File: config.mk
export PLATFORM = sky130hd
export DESIGN_NAME = full_duplex_uart_with_fifos_core_flat
export DESIGN_NICKNAME = d
export VERILOG_FILES = /design/src/rtl/core/fduart_pkg.sv /design/src/rtl/core/fduart_req_if.sv /design/src/rtl/core/fduart_rsp_if.sv /design/src/rtl/core/fduart_fifo.sv /design/src/rtl/core/full_duplex_uart_with_fifos_core.sv /design/src/flat_wrapper.sv
export SDC_FILE = /design/constraint.sdc
export NUM_CORES = 1
export LEC_CHECK = 0
export BUFFER_PORTS_ARGS = -buffer_cell sky130_fd_sc_hd__buf_4
export CAP_MARGIN = 40
export CORE_MARGIN = 5
export CORE_UTILIZATION = 60
export DETAILED_ROUTE_END_ITERATION = 8
export PLACE_DENSITY = 0.77
export SLEW_MARGIN = 20
export SYNTH_ARGS = -nofsm -noshare
export SYNTH_HDL_FRONTEND = slang
export SYNTH_SLANG_ARGS = --single-unit
File: constraint.sdc
create_clock -name clock -period 4.4 [get_ports clock]
set_input_delay 0.88 -clock clock [delete_from_list [all_inputs] [get_ports clock]]
set_output_delay 0.88 -clock clock [all_outputs]
set_load 0.005 [all_outputs]
File: src/rtl/core/fduart_pkg.sv
// Shared constants for the full-duplex serial transceiver core.
// No dependencies; every other file in rtl/core refers to it by scoped names.
`default_nettype none

package fduart_pkg;

   localparam int BYTE_W = 8;
   localparam int BIT_PERIOD_W = 16;

   localparam logic [BIT_PERIOD_W-1:0] BIT_PERIOD_RESET = 16'd1250;

   // 8N1 frame: start, eight data bits, stop
   localparam logic [3:0] FRAME_BITS = 4'd10;
   localparam logic [3:0] DATA_BITS = 4'd8;

endpackage

`default_nettype wire

File: src/rtl/core/fduart_req_if.sv
// Request channel: one clock tick of line level and host FIFO requests per item.
// Depends on fduart_pkg for the byte width.
`default_nettype none

interface fduart_req_if;
   logic                          valid;
   logic                          ready;
   logic                          rx_line;
   logic                          tx_write;
   logic [fduart_pkg::BYTE_W-1:0] tx_byte;
   logic                          rx_read;

   modport source (output valid, output rx_line, output tx_write, output tx_byte,
                   output rx_read, input ready);
   modport sink (input valid, input rx_line, input tx_write, input tx_byte,
                 input rx_read, output ready);
endinterface

`default_nettype wire

File: src/rtl/core/fduart_rsp_if.sv
// Response channel: line and FIFO status after each tick.
// Depends on fduart_pkg for the byte width.
`default_nettype none

interface fduart_rsp_if;
   logic                          valid;
   logic                          ready;
   logic                          tx_line;
   logic [fduart_pkg::BYTE_W-1:0] rx_head_byte;
   logic                          rx_available;
   logic                          tx_fifo_full;
   logic                          rx_overflow;
   logic                          tx_busy;

   modport source (output valid, output tx_line, output rx_head_byte,
                   output rx_available, output tx_fifo_full, output rx_overflow,
                   output tx_busy, input ready);
   modport sink (input valid, input tx_line, input rx_head_byte, input rx_available,
                 input tx_fifo_full, input rx_overflow, input tx_busy, output ready);
endinterface

`default_nettype wire

File: src/rtl/core/fduart_fifo.sv
// Byte FIFO with show-ahead head register, pointers counting modulo twice the depth.
// Depends on fduart_pkg for the byte width.
`default_nettype none

module fduart_fifo #(
   parameter int DEPTH = 32
) (
   input  wire logic                               clock,
   input  wire logic                               reset,
   input  wire logic                               push_en,
   input  wire logic [fduart_pkg::BYTE_W-1:0]      push_data,
   input  wire logic                               pop_en,
   output logic      [$clog2(DEPTH+1)-1:0]         count,
   output logic      [fduart_pkg::BYTE_W-1:0]      head
);

   localparam int PTR_W  = $clog2(2 * DEPTH);
   localparam int SLOT_W = $clog2(DEPTH);
   localparam int CNT_W  = $clog2(DEPTH + 1);
   localparam logic [PTR_W-1:0] PTR_LAST  = PTR_W'(2 * DEPTH - 1);
   localparam logic [PTR_W-1:0] PTR_DEPTH = PTR_W'(DEPTH);
   localparam logic [PTR_W:0]   PTR_WRAP  = (PTR_W + 1)'(2 * DEPTH);
   localparam logic [CNT_W-1:0] CNT_FULL  = CNT_W'(DEPTH);

   logic [PTR_W-1:0]              wr_ptr_ff, wr_ptr_in;
   logic [PTR_W-1:0]              rd_ptr_ff, rd_ptr_in;
   logic [SLOT_W-1:0]             wr_slot, rd_slot_in;
   logic [PTR_W:0]                diff;
   logic [fduart_pkg::BYTE_W-1:0] mem [DEPTH];
   logic [fduart_pkg::BYTE_W-1:0] head_ff;

   always_comb begin
      wr_ptr_in = wr_ptr_ff;
      rd_ptr_in = rd_ptr_ff;
      if (push_en) begin
         wr_ptr_in = (wr_ptr_ff == PTR_LAST) ? '0 : wr_ptr_ff + 1'b1;
      end
      if (pop_en) begin
         rd_ptr_in = (rd_ptr_ff == PTR_LAST) ? '0 : rd_ptr_ff + 1'b1;
      end
   end

   // fold pointer into a slot: one compare and subtract
   assign wr_slot    = SLOT_W'((wr_ptr_ff >= PTR_DEPTH) ? wr_ptr_ff - PTR_DEPTH : wr_ptr_ff);
   assign rd_slot_in = SLOT_W'((rd_ptr_in >= PTR_DEPTH) ? rd_ptr_in - PTR_DEPTH : rd_ptr_in);

   always_comb begin
      if (wr_ptr_ff >= rd_ptr_ff) begin
         diff = {1'b0, wr_ptr_ff} - {1'b0, rd_ptr_ff};
      end else begin
         diff = {1'b0, wr_ptr_ff} + PTR_WRAP - {1'b0, rd_ptr_ff};
      end
   end

   assign count = CNT_W'(diff);
   assign head  = head_ff;

   always_ff @(posedge clock) begin
      if (reset) begin
         wr_ptr_ff <= '0;
         rd_ptr_ff <= '0;
      end else begin
         wr_ptr_ff <= wr_ptr_in;
         rd_ptr_ff <= rd_ptr_in;
      end
   end

   // keep the head register on the slot the read pointer will point at,
   // forwarding a byte written into that very slot
   always_ff @(posedge clock) begin
      if (push_en) begin
         mem[wr_slot] <= push_data;
      end
      if (push_en && (wr_slot == rd_slot_in)) begin
         head_ff <= push_data;
      end else begin
         head_ff <= mem[rd_slot_in];
      end
   end

   a_count_bound: assert property (@(posedge clock) disable iff (reset)
      count <= CNT_FULL)
      else $error("fifo count beyond depth");

   a_no_push_full: assert property (@(posedge clock) disable iff (reset)
      push_en |-> (count != CNT_FULL || pop_en))
      else $error("push into full fifo");

   a_no_pop_empty: assert property (@(posedge clock) disable iff (reset)
      pop_en |-> (count != '0 || push_en))
      else $error("pop from empty fifo");

endmodule

`default_nettype wire

File: src/rtl/core/full_duplex_uart_with_fifos_core.sv
// Full-duplex 8N1 serial transceiver with transmit and receive byte FIFOs.
// Depends on fduart_pkg, fduart_req_if, fduart_rsp_if and fduart_fifo.
//
//   channel  | dir | handshake          | carries
//   ---------+-----+--------------------+-------------------------------------------
//   req_ch   | in  | valid/ready        | rx_line, tx_write, tx_byte, rx_read
//   rsp_ch   | out | valid/ready        | tx_line, rx_head_byte, rx_available,
//            |     |                    | tx_fifo_full, rx_overflow, tx_busy
//   csr_*    | in  | csr_wr_en          | bit_period (16 bits)
//
// One item per clock: each item is one tick of both bit timers, and all state
// moves at the edge that accepts it; the response goes on to a free output register.
// The state registers form a result stage in front of the output register, so
// an item is taken while an older response waits; input stalls only when both hold.
// Synchronous reset empties both FIFOs at once (pointer reset, no clearing pass).
`default_nettype none

module full_duplex_uart_with_fifos_core #(
   parameter int FIFO_DEPTH = 32
) (
   input  wire logic                                   clock,
   input  wire logic                                   reset,
   fduart_req_if.sink                                  req_ch,
   fduart_rsp_if.source                                rsp_ch,
   input  wire logic                                   csr_wr_en,
   input  wire logic [fduart_pkg::BIT_PERIOD_W-1:0]    csr_wr_data
);

   localparam int CNT_W = $clog2(FIFO_DEPTH + 1);
   localparam logic [CNT_W-1:0] CNT_FULL = CNT_W'(FIFO_DEPTH);

   // handshake
   logic acc, adv, res_vld_ff, res_vld_in;

   logic [fduart_pkg::BIT_PERIOD_W-1:0] bit_period_ff;

   // transmitter
   logic [CNT_W-1:0]              tx_cnt, tx_cnt_p;
   logic [fduart_pkg::BYTE_W-1:0] tx_head, tx_load_byte;
   logic                          tx_push, tx_load;
   logic [9:0]                    tx_shift_ff, tx_shift_in;
   logic [3:0]                    tx_bits_ff, tx_bits_in;
   logic [15:0]                   tx_timer_ff, tx_timer_in;
   logic                          tx_active_ff, tx_active_in;
   logic                          tx_level_ff, tx_level_in;

   // receiver
   logic [CNT_W-1:0]              rx_cnt;
   logic [fduart_pkg::BYTE_W-1:0] rx_head;
   logic                          rx_rd_ok, rx_full_ap, rx_done, rx_push, rx_pop;
   logic [7:0]                    rx_shift_ff, rx_shift_in;
   logic [3:0]                    rx_bits_ff, rx_bits_in, rx_bits_dec;
   logic [16:0]                   rx_timer_ff, rx_timer_in;
   logic                          rx_recv_ff, rx_recv_in;
   logic                          rx_prev_ff;
   logic                          overflow_ff, overflow_in;

   // output register
   logic                          out_vld_ff;
   logic                          out_tx_line_ff;
   logic [fduart_pkg::BYTE_W-1:0] out_head_ff;
   logic                          out_avail_ff, out_full_ff, out_ovf_ff, out_busy_ff;

   assign acc = req_ch.valid & req_ch.ready;
   assign adv = res_vld_ff & (~out_vld_ff | rsp_ch.ready);
   assign req_ch.ready = ~res_vld_ff | adv;
   assign res_vld_in = acc | (res_vld_ff & ~adv);

   // ---------------- transmitter ----------------
   assign tx_push  = acc & req_ch.tx_write & (tx_cnt != CNT_FULL);
   assign tx_cnt_p = tx_cnt + CNT_W'(tx_push);
   // an empty FIFO before the push means the frame byte is the one just queued
   assign tx_load_byte = (tx_cnt == '0) ? req_ch.tx_byte : tx_head;

   always_comb begin
      tx_shift_in  = tx_shift_ff;
      tx_bits_in   = tx_bits_ff;
      tx_timer_in  = tx_timer_ff;
      tx_active_in = tx_active_ff;
      tx_level_in  = tx_level_ff;
      tx_load      = 1'b0;
      if (!tx_active_ff) begin
         tx_load = (tx_cnt_p != '0);
      end else if (tx_timer_ff <= 16'd1) begin
         tx_timer_in = bit_period_ff;
         if (tx_bits_ff != '0) begin
            tx_level_in = tx_shift_ff[0];
            tx_shift_in = {1'b0, tx_shift_ff[9:1]};
            tx_bits_in  = tx_bits_ff - 4'd1;
         end else if (tx_cnt_p != '0) begin
            tx_load = 1'b1;
         end else begin
            tx_active_in = 1'b0;
            tx_bits_in   = fduart_pkg::FRAME_BITS;
            tx_level_in  = 1'b1;
         end
      end else begin
         tx_timer_in = tx_timer_ff - 16'd1;
      end
      if (tx_load) begin
         // hold mark for one bit time ahead of the start bit
         tx_shift_in  = {1'b1, tx_load_byte, 1'b0};
         tx_bits_in   = fduart_pkg::FRAME_BITS;
         tx_level_in  = 1'b1;
         tx_active_in = 1'b1;
         tx_timer_in  = bit_period_ff;
      end
   end

   fduart_fifo #(
      .DEPTH (FIFO_DEPTH)
   ) u_tx_fifo (
      .clock     (clock),
      .reset     (reset),
      .push_en   (tx_push),
      .push_data (req_ch.tx_byte),
      .pop_en    (acc & tx_load),
      .count     (tx_cnt),
      .head      (tx_head)
   );

   // ---------------- receiver ----------------
   assign rx_rd_ok   = req_ch.rx_read & (rx_cnt != '0);
   assign rx_pop     = acc & rx_rd_ok;
   assign rx_full_ap = (rx_cnt == CNT_FULL) & ~rx_rd_ok;
   assign rx_bits_dec = (rx_bits_ff != '0) ? rx_bits_ff - 4'd1 : rx_bits_ff;

   always_comb begin
      rx_shift_in = rx_shift_ff;
      rx_bits_in  = rx_bits_ff;
      rx_timer_in = rx_timer_ff;
      rx_recv_in  = rx_recv_ff;
      rx_done     = 1'b0;
      if (!rx_recv_ff) begin
         if (rx_prev_ff && !req_ch.rx_line) begin
            rx_recv_in  = 1'b1;
            rx_bits_in  = fduart_pkg::DATA_BITS;
            // first sample lands mid-bit: one and a half periods out
            rx_timer_in = {1'b0, bit_period_ff} + {2'b00, bit_period_ff[15:1]};
         end
      end else if (rx_timer_ff <= 17'd1) begin
         rx_timer_in = {1'b0, bit_period_ff};
         rx_shift_in = {req_ch.rx_line, rx_shift_ff[7:1]};
         rx_bits_in  = rx_bits_dec;
         if (rx_bits_dec == '0) begin
            rx_done    = 1'b1;
            rx_bits_in = fduart_pkg::DATA_BITS;
            rx_recv_in = 1'b0;
         end
      end else begin
         rx_timer_in = rx_timer_ff - 17'd1;
      end
   end

   assign rx_push     = acc & rx_done & ~rx_full_ap;
   assign overflow_in = rx_done & rx_full_ap;

   fduart_fifo #(
      .DEPTH (FIFO_DEPTH)
   ) u_rx_fifo (
      .clock     (clock),
      .reset     (reset),
      .push_en   (rx_push),
      .push_data (rx_shift_in),
      .pop_en    (rx_pop),
      .count     (rx_cnt),
      .head      (rx_head)
   );

   // ---------------- state ----------------
   always_ff @(posedge clock) begin
      if (reset) begin
         bit_period_ff <= fduart_pkg::BIT_PERIOD_RESET;
         res_vld_ff    <= 1'b0;
         tx_shift_ff   <= '0;
         tx_bits_ff    <= fduart_pkg::FRAME_BITS;
         tx_timer_ff   <= '0;
         tx_active_ff  <= 1'b0;
         tx_level_ff   <= 1'b1;
         rx_shift_ff   <= '0;
         rx_bits_ff    <= fduart_pkg::DATA_BITS;
         rx_timer_ff   <= '0;
         rx_recv_ff    <= 1'b0;
         rx_prev_ff    <= 1'b1;
         overflow_ff   <= 1'b0;
      end else begin
         res_vld_ff <= res_vld_in;
         if (csr_wr_en) begin
            bit_period_ff <= csr_wr_data;
         end
         if (acc) begin
            tx_shift_ff  <= tx_shift_in;
            tx_bits_ff   <= tx_bits_in;
            tx_timer_ff  <= tx_timer_in;
            tx_active_ff <= tx_active_in;
            tx_level_ff  <= tx_level_in;
            rx_shift_ff  <= rx_shift_in;
            rx_bits_ff   <= rx_bits_in;
            rx_timer_ff  <= rx_timer_in;
            rx_recv_ff   <= rx_recv_in;
            rx_prev_ff   <= req_ch.rx_line;
            overflow_ff  <= overflow_in;
         end
      end
   end

   // ---------------- output register ----------------
   always_ff @(posedge clock) begin
      if (reset) begin
         out_vld_ff <= 1'b0;
      end else if (adv) begin
         out_vld_ff <= 1'b1;
      end else if (rsp_ch.ready) begin
         out_vld_ff <= 1'b0;
      end
   end

   always_ff @(posedge clock) begin
      if (adv) begin
         out_tx_line_ff <= tx_level_ff;
         out_head_ff    <= (rx_cnt != '0) ? rx_head : '0;
         out_avail_ff   <= (rx_cnt != '0);
         out_full_ff    <= (tx_cnt == CNT_FULL);
         out_ovf_ff     <= overflow_ff;
         out_busy_ff    <= tx_active_ff;
      end
   end

   assign rsp_ch.valid        = out_vld_ff;
   assign rsp_ch.tx_line      = out_tx_line_ff;
   assign rsp_ch.rx_head_byte = out_head_ff;
   assign rsp_ch.rx_available = out_avail_ff;
   assign rsp_ch.tx_fifo_full = out_full_ff;
   assign rsp_ch.rx_overflow  = out_ovf_ff;
   assign rsp_ch.tx_busy      = out_busy_ff;

   a_tx_idle_mark: assert property (@(posedge clock) disable iff (reset)
      !tx_active_ff |-> tx_level_ff)
      else $error("transmit line not at mark while idle");

   a_rx_idle_bits: assert property (@(posedge clock) disable iff (reset)
      !rx_recv_ff |-> (rx_bits_ff == fduart_pkg::DATA_BITS))
      else $error("receive bit count not rearmed");

   a_result_moves: assert property (@(posedge clock) disable iff (reset)
      (res_vld_ff && !out_vld_ff) |=> out_vld_ff)
      else $error("result stage did not advance into empty output register");

   a_ovf_needs_full: assert property (@(posedge clock) disable iff (reset)
      (acc && overflow_in) |-> (rx_cnt == CNT_FULL))
      else $error("receive byte dropped with room in fifo");

endmodule

`default_nettype wire

File: src/flat_wrapper.sv
// flat-port wrapper written by rule: the top's interface ports become plain ports
module full_duplex_uart_with_fifos_core_flat 
#(
   parameter int FIFO_DEPTH = 32
)
  (clock, reset, csr_wr_en, csr_wr_data, req_ch_valid, req_ch_rx_line, req_ch_tx_write, req_ch_tx_byte, req_ch_rx_read, req_ch_ready, rsp_ch_valid, rsp_ch_tx_line, rsp_ch_rx_head_byte, rsp_ch_rx_available, rsp_ch_tx_fifo_full, rsp_ch_rx_overflow, rsp_ch_tx_busy, rsp_ch_ready);
  fduart_req_if req_ch_i ();
  fduart_rsp_if rsp_ch_i ();
  input  wire logic clock;
  input  wire logic reset;
  input  wire logic csr_wr_en;
  input  wire logic [fduart_pkg::BIT_PERIOD_W-1:0] csr_wr_data;
  input wire logic [$bits(req_ch_i.valid)-1:0] req_ch_valid;
  input wire logic [$bits(req_ch_i.rx_line)-1:0] req_ch_rx_line;
  input wire logic [$bits(req_ch_i.tx_write)-1:0] req_ch_tx_write;
  input wire logic [$bits(req_ch_i.tx_byte)-1:0] req_ch_tx_byte;
  input wire logic [$bits(req_ch_i.rx_read)-1:0] req_ch_rx_read;
  output wire logic [$bits(req_ch_i.ready)-1:0] req_ch_ready;
  output wire logic [$bits(rsp_ch_i.valid)-1:0] rsp_ch_valid;
  output wire logic [$bits(rsp_ch_i.tx_line)-1:0] rsp_ch_tx_line;
  output wire logic [$bits(rsp_ch_i.rx_head_byte)-1:0] rsp_ch_rx_head_byte;
  output wire logic [$bits(rsp_ch_i.rx_available)-1:0] rsp_ch_rx_available;
  output wire logic [$bits(rsp_ch_i.tx_fifo_full)-1:0] rsp_ch_tx_fifo_full;
  output wire logic [$bits(rsp_ch_i.rx_overflow)-1:0] rsp_ch_rx_overflow;
  output wire logic [$bits(rsp_ch_i.tx_busy)-1:0] rsp_ch_tx_busy;
  input wire logic [$bits(rsp_ch_i.ready)-1:0] rsp_ch_ready;
  assign req_ch_i.valid = req_ch_valid;
  assign req_ch_i.rx_line = req_ch_rx_line;
  assign req_ch_i.tx_write = req_ch_tx_write;
  assign req_ch_i.tx_byte = req_ch_tx_byte;
  assign req_ch_i.rx_read = req_ch_rx_read;
  assign req_ch_ready = req_ch_i.ready;
  assign rsp_ch_valid = rsp_ch_i.valid;
  assign rsp_ch_tx_line = rsp_ch_i.tx_line;
  assign rsp_ch_rx_head_byte = rsp_ch_i.rx_head_byte;
  assign rsp_ch_rx_available = rsp_ch_i.rx_available;
  assign rsp_ch_tx_fifo_full = rsp_ch_i.tx_fifo_full;
  assign rsp_ch_rx_overflow = rsp_ch_i.rx_overflow;
  assign rsp_ch_tx_busy = rsp_ch_i.tx_busy;
  assign rsp_ch_i.ready = rsp_ch_ready;
  full_duplex_uart_with_fifos_core #(.FIFO_DEPTH(FIFO_DEPTH)) u_core (.clock(clock), .reset(reset), .req_ch(req_ch_i), .rsp_ch(rsp_ch_i), .csr_wr_en(csr_wr_en), .csr_wr_data(csr_wr_data));
endmodule
==> After elaboration in Yosys (flattened, before gate mapping) <==
Memory sizes are Yosys's and may differ from the RTL's. A register that Yosys moved wholly into a read port is not among the register bits.
Cells that the tools add are included.
{ "op_classes": {"add_sub_neg": 20, "n_lt_le_gt_ge": 8, "n_eq_ne": 9, "muxes": 61, "bitwise_logic": 20, "n_reduce_logical": 18} }
{ "op_table": {"columns": ["operator", "n"], "rows": [
  ["$mux W17", 3],
  ["$mux W16", 3],
  ["$mux W6", 8],
  ["$mux W10", 4],
  ["$mux W4", 10],
  ["$add A6 B1 Y6 const B", 6],
  ["$eq A6 B6 Y1 const B", 6],
  ["$mux W1", 26],
  ["$ge A6 B6 Y1 const B", 4],
  ["$mux W8", 3],
  ["$sub A6 B6 Y6", 4],
  ["$mux W5", 4],
  ["$sub A5 B1 Y5 const B", 4],
  ["$add A16 B15 Y17", 1],
  ["$le A17 B1 Y1 const B", 1],
  ["$sub A17 B1 Y17 const B", 1],
  ["$le A16 B1 Y1 const B", 1],
  ["$sub A16 B1 Y16 const B", 1],
  ["$and A1 B1 Y1", 12],
  ["$ge A6 B6 Y1", 2],
  ["$reduce_bool A6 Y1", 2],
  ["$reduce_bool A2 Y1", 5],
  ["$reduce_and A4 Y1", 2],
  ["$reduce_bool A4 Y1", 2],
  ["other kinds (13)", 21]
]} }
{ "word_totals": {"register_bits": 119, "mem_bits_rw": 512, "elab_cells": 162, "mem_count": 2} }
{ "memory_table": {"columns": ["memory", "words", "width", "read_ports", "rd_ports_with_merged_regs", "write_ports", "line", "source"], "rows": [
  ["u_core.u_rx_fifo.mem", 32, 8, 1, 1, 1, "fduart_fifo.sv:29", "logic [fduart_pkg::BYTE_W-1:0] mem [DEPTH];"],
  ["u_core.u_tx_fifo.mem", 32, 8, 1, 1, 1, "fduart_fifo.sv:29", null]
]} }

==> Longest topological paths before layout <==
{ "depth": {"word_depth": 17, "mapped_depth": 14, "depth_no_buf": 13} }

==> Cells and area by module <==
Synthesis repeated with hierarchy kept, for this count alone.
{ "hier_totals": {"hier_cells": 1772, "area_unflattened_um2": 27507.6} }
{ "modules_own_cells": {"columns": ["mod", "n_inst", "cells_per_inst", "area_per_inst_um2"], "rows": [
  ["fduart_fifo (u_core.u_tx_fifo)", 1, 538, 10886.7],
  ["fduart_fifo (u_core.u_rx_fifo)", 1, 535, 10851.7],
  ["full_duplex_uart_with_fifos_core", 1, 699, 5769.3]
]} }

==> Least setup slack after synthesis <==
OpenSTA, ideal clock, no wires.
{ "synth_path": {"path_kind": "reg2reg", "from": "register u_core.u_tx_fifo.wr_ptr_ff[0]", "to": "register u_core.tx_timer_ff[7]", "setup_time_ns": 0.083, "arrival_time_ns": 3.199, "t_required_ns": 4.317, "slack_ns": 1.118, "stages_incl_launch_ff": 12, "path_buffers": 0, "period_less_slack_ns": 3.282, "cell_sequence": "dfxtp_1 > inv_1 > ha_1 > inv_1 > fa_1 > xnor2_1 > or4b_1 > a2111o_1 > o22ai_4 > a21oi_2 > or4_1 > o221ai_1"} }
{ "synth_via": {"elab_chain_cells": 13} }
{ "synth_rtl": {"columns": ["item", "line", "source"], "rows": [
  ["from (decl)", "fduart_fifo.sv:25", "logic [PTR_W-1:0] wr_ptr_ff, wr_ptr_in;"],
  ["from (signal assigned)", "fduart_fifo.sv:63", "wr_ptr_ff <= wr_ptr_in;"],
  ["$add A6 B1 Y6", "fduart_fifo.sv:51", "diff = {1'b0, wr_ptr_ff} + PTR_WRAP - {1'b0, rd_ptr_ff};"],
  ["$sub A6 B6 Y6", "fduart_fifo.sv:51", null],
  ["$mux W6 (*)", "fduart_fifo.sv:48", "if (wr_ptr_ff >= rd_ptr_ff) begin"],
  ["$ne A6 B6 Y1", "full_duplex_uart_with_fifos_core.sv:70", "assign tx_push = acc & req_ch.tx_write & (tx_cnt != CNT_FULL);"],
  ["$and A1 B1 Y1", "full_duplex_uart_with_fifos_core.sv:70", null],
  ["$add A6 B1 Y6 (*)", "full_duplex_uart_with_fifos_core.sv:71", "assign tx_cnt_p = tx_cnt + CNT_W'(tx_push);"],
  ["$reduce_bool A6 Y1 (*)", "full_duplex_uart_with_fifos_core.sv:83, full_duplex_uart_with_fifos_core.sv:90", null],
  ["$mux W1", "full_duplex_uart_with_fifos_core.sv:90", "end else if (tx_cnt_p != '0) begin"],
  ["$mux W1", "full_duplex_uart_with_fifos_core.sv:86", "if (tx_bits_ff != '0) begin"],
  ["$mux W1", "full_duplex_uart_with_fifos_core.sv:84", "end else if (tx_timer_ff <= 16'd1) begin"],
  ["$mux W1 (*)", "full_duplex_uart_with_fifos_core.sv:82", "if (!tx_active_ff) begin"],
  ["$reduce_bool A2 Y1 (no line)", null, null],
  ["$reduce_and A2 Y1 (no line)", null, null],
  ["to (signal assigned)", "full_duplex_uart_with_fifos_core.sv:194", "tx_timer_ff <= tx_timer_in;"],
  ["to (decl)", "full_duplex_uart_with_fifos_core.sv:43", "logic [15:0] tx_timer_ff, tx_timer_in;"]
]} }
Every way passes the cells marked *; elsewhere a longest branch is shown, timed or not.
A chain may end at the register's enable or synchronous reset.

==> Worst setup path in the final report <==
{ "layout_path": {"from": "register u_core.u_tx_fifo.wr_ptr_ff[0]", "to": "memory u_core.u_tx_fifo.mem[3][3] (netlist name) (enable)"} }
{ "layout_via": {"elab_chain_cells": 7} }
{ "layout_rtl": {"columns": ["item", "line", "source"], "rows": [
  ["$add A6 B1 Y6", "fduart_fifo.sv:51", null],
  ["$sub A6 B6 Y6", "fduart_fifo.sv:51", null],
  ["$mux W6", "fduart_fifo.sv:48", null],
  ["$ne A6 B6 Y1", "full_duplex_uart_with_fifos_core.sv:70", null],
  ["$and A1 B1 Y1", "full_duplex_uart_with_fifos_core.sv:70", null],
  ["$mux W1", "fduart_fifo.sv:71", "if (push_en) begin"],
  ["$mux W1 (not written as such)", "fduart_fifo.sv:72", "mem[wr_slot] <= push_data;"],
  ["to (decl)", "fduart_fifo.sv:29", null]
]} }
Several ways; a longest one is shown, not always the timed one.

==> key figures <==
Status
  • Status: complete, no violations

Synthesis
  • Synth Cell Area: between 20,000 and 30,000 sq um
  • Unique cell type count in the Yosys netlist: 81
  • Number of enable flip-flop cells after synthesis: ~530
  • Area leader, netlist: edfxtp_1
  • Synth Instances: roughly 1,900
  • #FFs+latches synth: 641
  • Most common cell in the synthesized netlist: edfxtp_1
  • Syn avg cell area: ~15 sq um
  • Asr flop ratio synth: 0%
  • Synth warnings: 0
  • Top cell type's share of synthesized area: between 50% and 60%
  • Net Count, Synth: approximately 2,000
  • Top cells by count, synth: edfxtp_1 (525), nor2_1 (149), nand2_1 (130)
  • Main synth FF type: edfxtp_1
  • Top post-synthesis cells by area: edfxtp_1 (57%), mux4_2 (9.1%), dfxtp_1 (8.4%), mux2i_1 (3.4%), nor2_1 (2.0%)
  • Register area share after synthesis: between 60% and 70%

Cells and area
  • N_diodes: 0
  • Fillers: slightly below 3,000
  • Nets: slightly above 2,000
  • Layout area overhead: 12.14%
  • Layout cell share with drive strength beyond 1: 16.35%

Floorplan
  • Initial Utilization: between 60% and 70%
  • Die Area: ~51,000 sq um
  • Die Y: roughly 220 microns
  • IO Pins: 47
  • Die Wd: about 220 microns
  • Core area: 45,580 sq um
  • Rows: 78

Critical path
  • R2r worst-path depth: 13
  • Critical register-to-register path startpoint: u_core.u_tx_fifo.wr_ptr_ff[0]
  • End of the worst register-to-register path: u_core.u_tx_fifo.mem[3][3]
  • Required @ worst endpoint: 4.63 ns
  • Reg2Reg Setup Slack: 0.48 ns
  • CP max FO: 12
  • CP arrival: about 4.2 ns
  • Crit path capture type: flip-flop
  • Crit path launch type: flip-flop
  • Worst setup path class: flip-flop to flip-flop

Drt
  • Antenna-violating nets left: 0
  • Routed WL: between 60,000 and 70,000 microns
  • Vias/cell: 6.495
  • # DRC: 0
  • WL/cell: 24.57 microns
  • Via count: 16,887
  • DRT Pass-1 Iters: 7
  • Initial DRC count: around 1,900

GRT
  • Vias in the first global route: ~17,000
  • First-pass GRT wire length: 98,640 microns
  • Overall routing resource usage: about a quarter
  • Initial antenna violation count: 0
  • Largest net degree at the start of global routing: between 60 and 70
  • GR Overflow Total: 0

Job
  • Max cap viols: 0

Clocking
  • Hold Buf Count CTS: 0
  • Latest clock arrival within the worst-skew pair: around 0.62 ns
  • CTS resizes: 0
  • Post-CTS setup buffer count: 0
  • # clock sinks: approximately 640
  • Clk buf depth: 3
  • Clock Tree Root: clkbuf_16
  • Cts bufs inserted: 66
  • Worst-path clk slew: roughly 0.070 ns
  • CTS tree: yes
  • H-tree levels: 3

STA
  • Hold Fails Final Rpt: 0
  • Slew @ Worst Pin: around 0.88 ns
  • Minimum clock period: around 3.9 ns
  • Relative slew slack: around two fifths
  • FMAX: 254.8 MHz
  • # setup viols final: 0
  • RSZ-0062 raised after global routing: false
  • Setup Total Neg Slack: 0 ns
  • Final slew viol count: 0
  • Clock Skew: just under 0.03 ns
  • Setup WS post-layout: approximately 0.48 ns
  • Final Cycle Share: 89.20%

Worst hold path
  • Hold Path Depth: 2
  • HP Start: u_core.tx_timer_ff[10]
  • Min-Delay Endpoint: u_core.tx_timer_ff[10]
  • Min-Delay Path Class: flip-flop to flip-flop

Place
  • Placement Setup Slack: around 0.54 ns
  • HPWL Detailed: between 40,000 and 50,000 microns
  • GPL Wtd Cong: roughly 0.89
  • Input/output buffers: 46

Pwr
  • Leak pwr: around 11 nW
  • Power, Total: 16.29 mW
  • Worst vdd ir: around 0.00045 V
  • P per Cell Area: 523.9 nW/um^2
==> cell usage in the layout (no fill, tap or decap), types with 17 or more instances in the layout <==
cell type / count
clkbuf_16: 68
a211oi_1: 17
nor3_1: 36
a221oi_1: 34
ha_1: 44
nand2_1: 130
and2_1: 18
mux2i_1: 93
edfxtp_1: 525
a21oi_1: 70
mux4_2: 112
o211ai_1: 17
nand3_1: 41
dfxtp_1: 113
buf_4: 77
and3_1: 30
o21ai_0: 52
xor2_1: 17
nor2_1: 149
xnor2_1: 19
inv_1: 46
==> power breakdown <==
group          internal (mW)  switching, mW  leakage [nW]  total (mW)
combinational           1.46           1.88          3.69        3.34
clock                   3.52           2.37          1.11        5.90
sequential              6.73          0.316          5.94        7.05
total                   11.7           4.58          10.7        16.3
==> how the worst max path moves through the flow <==
stage	startpoint	to	slack [ns]	cells after the start
after floorplan	u_core.u_tx_fifo.wr_ptr_ff[0]	u_core.tx_timer_ff[7]	1.12	11
after global placement	u_core.u_tx_fifo.wr_ptr_ff[0]	u_core.u_tx_fifo.mem[11][0]	0.65	13
after detailed placement	u_core.rx_timer_ff[8]	u_core.u_rx_fifo.mem[4][2]	0.54	9
after CTS	u_core.rx_timer_ff[8]	u_core.u_rx_fifo.mem[4][4]	0.55	9
after global routing	u_core.rx_timer_ff[8]	u_core.u_rx_fifo.mem[4][2]	0.26	9
final	u_core.u_tx_fifo.wr_ptr_ff[0]	u_core.u_tx_fifo.mem[3][3]	0.48	13
==> stage by stage <==
stage	hold slack, ns	cells	util [%]	area, sq um
finish	0.4741	2600	68.23	31090
global route	0.4858	2600	68.23	31090
CTS	0.4586	2598	68.20	31080
detailed placement	0.4600	2477	63.15	28780
global placement	0.4450	2473	63.03	28730
floorplan	0.4081	1891	-	27730
==> final cells by class <==
type                            count  area (sq um)  area share (%)
Sequential cell                   641         18100           58.20
Multi-Input combinational cell   1105          9091           29.24
Inverter                           49         183.9          0.5915
Clock inverter                     42         556.8           1.791
Tap cell                          600         750.7           2.414
Clock buffer                       79          1743           5.605
Timing Repair Buffer               84         673.1           2.165
==> metal layers <==
metal,GRT usage [%],part of all wire [%]
met5,0,0
met4,7.503,2.9
met3,5.119,7.7
met2,41.14,49
met1,35.17,41
==> state kept, by name, summed over array words and instances (netlist names), 6 cells and up, named ones only <==
signal                      cells
u_core.rx_timer_ff             17
u_core.u_tx_fifo.wr_ptr_ff      6
u_core.rsp_ch.rx_head_byte      8
u_core.rx_shift_ff              8
u_core.u_tx_fifo.rd_ptr_ff      6
u_core.u_rx_fifo.wr_ptr_ff      6
u_core.tx_shift_ff             10
u_core.bit_period_ff           16
u_core.u_rx_fifo.mem          256
u_core.u_tx_fifo.mem          256
u_core.tx_timer_ff             16
u_core.u_rx_fifo.rd_ptr_ff      6
==> critical path: stages, from the launching register on <==
cell and delay [ns]:
dfxtp_1 0.34, inv_1 0.16, ha_1 0.19, inv_1 0.06
fa_1 0.39, a21o_1 0.17, a21oi_1 0.17, xnor2_1 0.21
a2111o_1 0.28, inv_1 0.08, nor2_1 0.09, buf_4 0.18
nand2_1 0.44, nor2_1 0.78
==> cell families (layout without fill, tap and decap cells) <==
group | count (synthesis) | in the layout | synth area share (%)
compound gates | 325 | 325 | 8.438
xor+xnor | 36 | 36 | 1.137
fa+ha+maj | 47 | 47 | 2.202
buf+inv | 145 | 254 | 2.022
flops | 641 | 641 | 65.23
mux | 212 | 212 | 12.74
simple gates | 485 | 485 | 8.231
(Power assumes the default switching activity.)
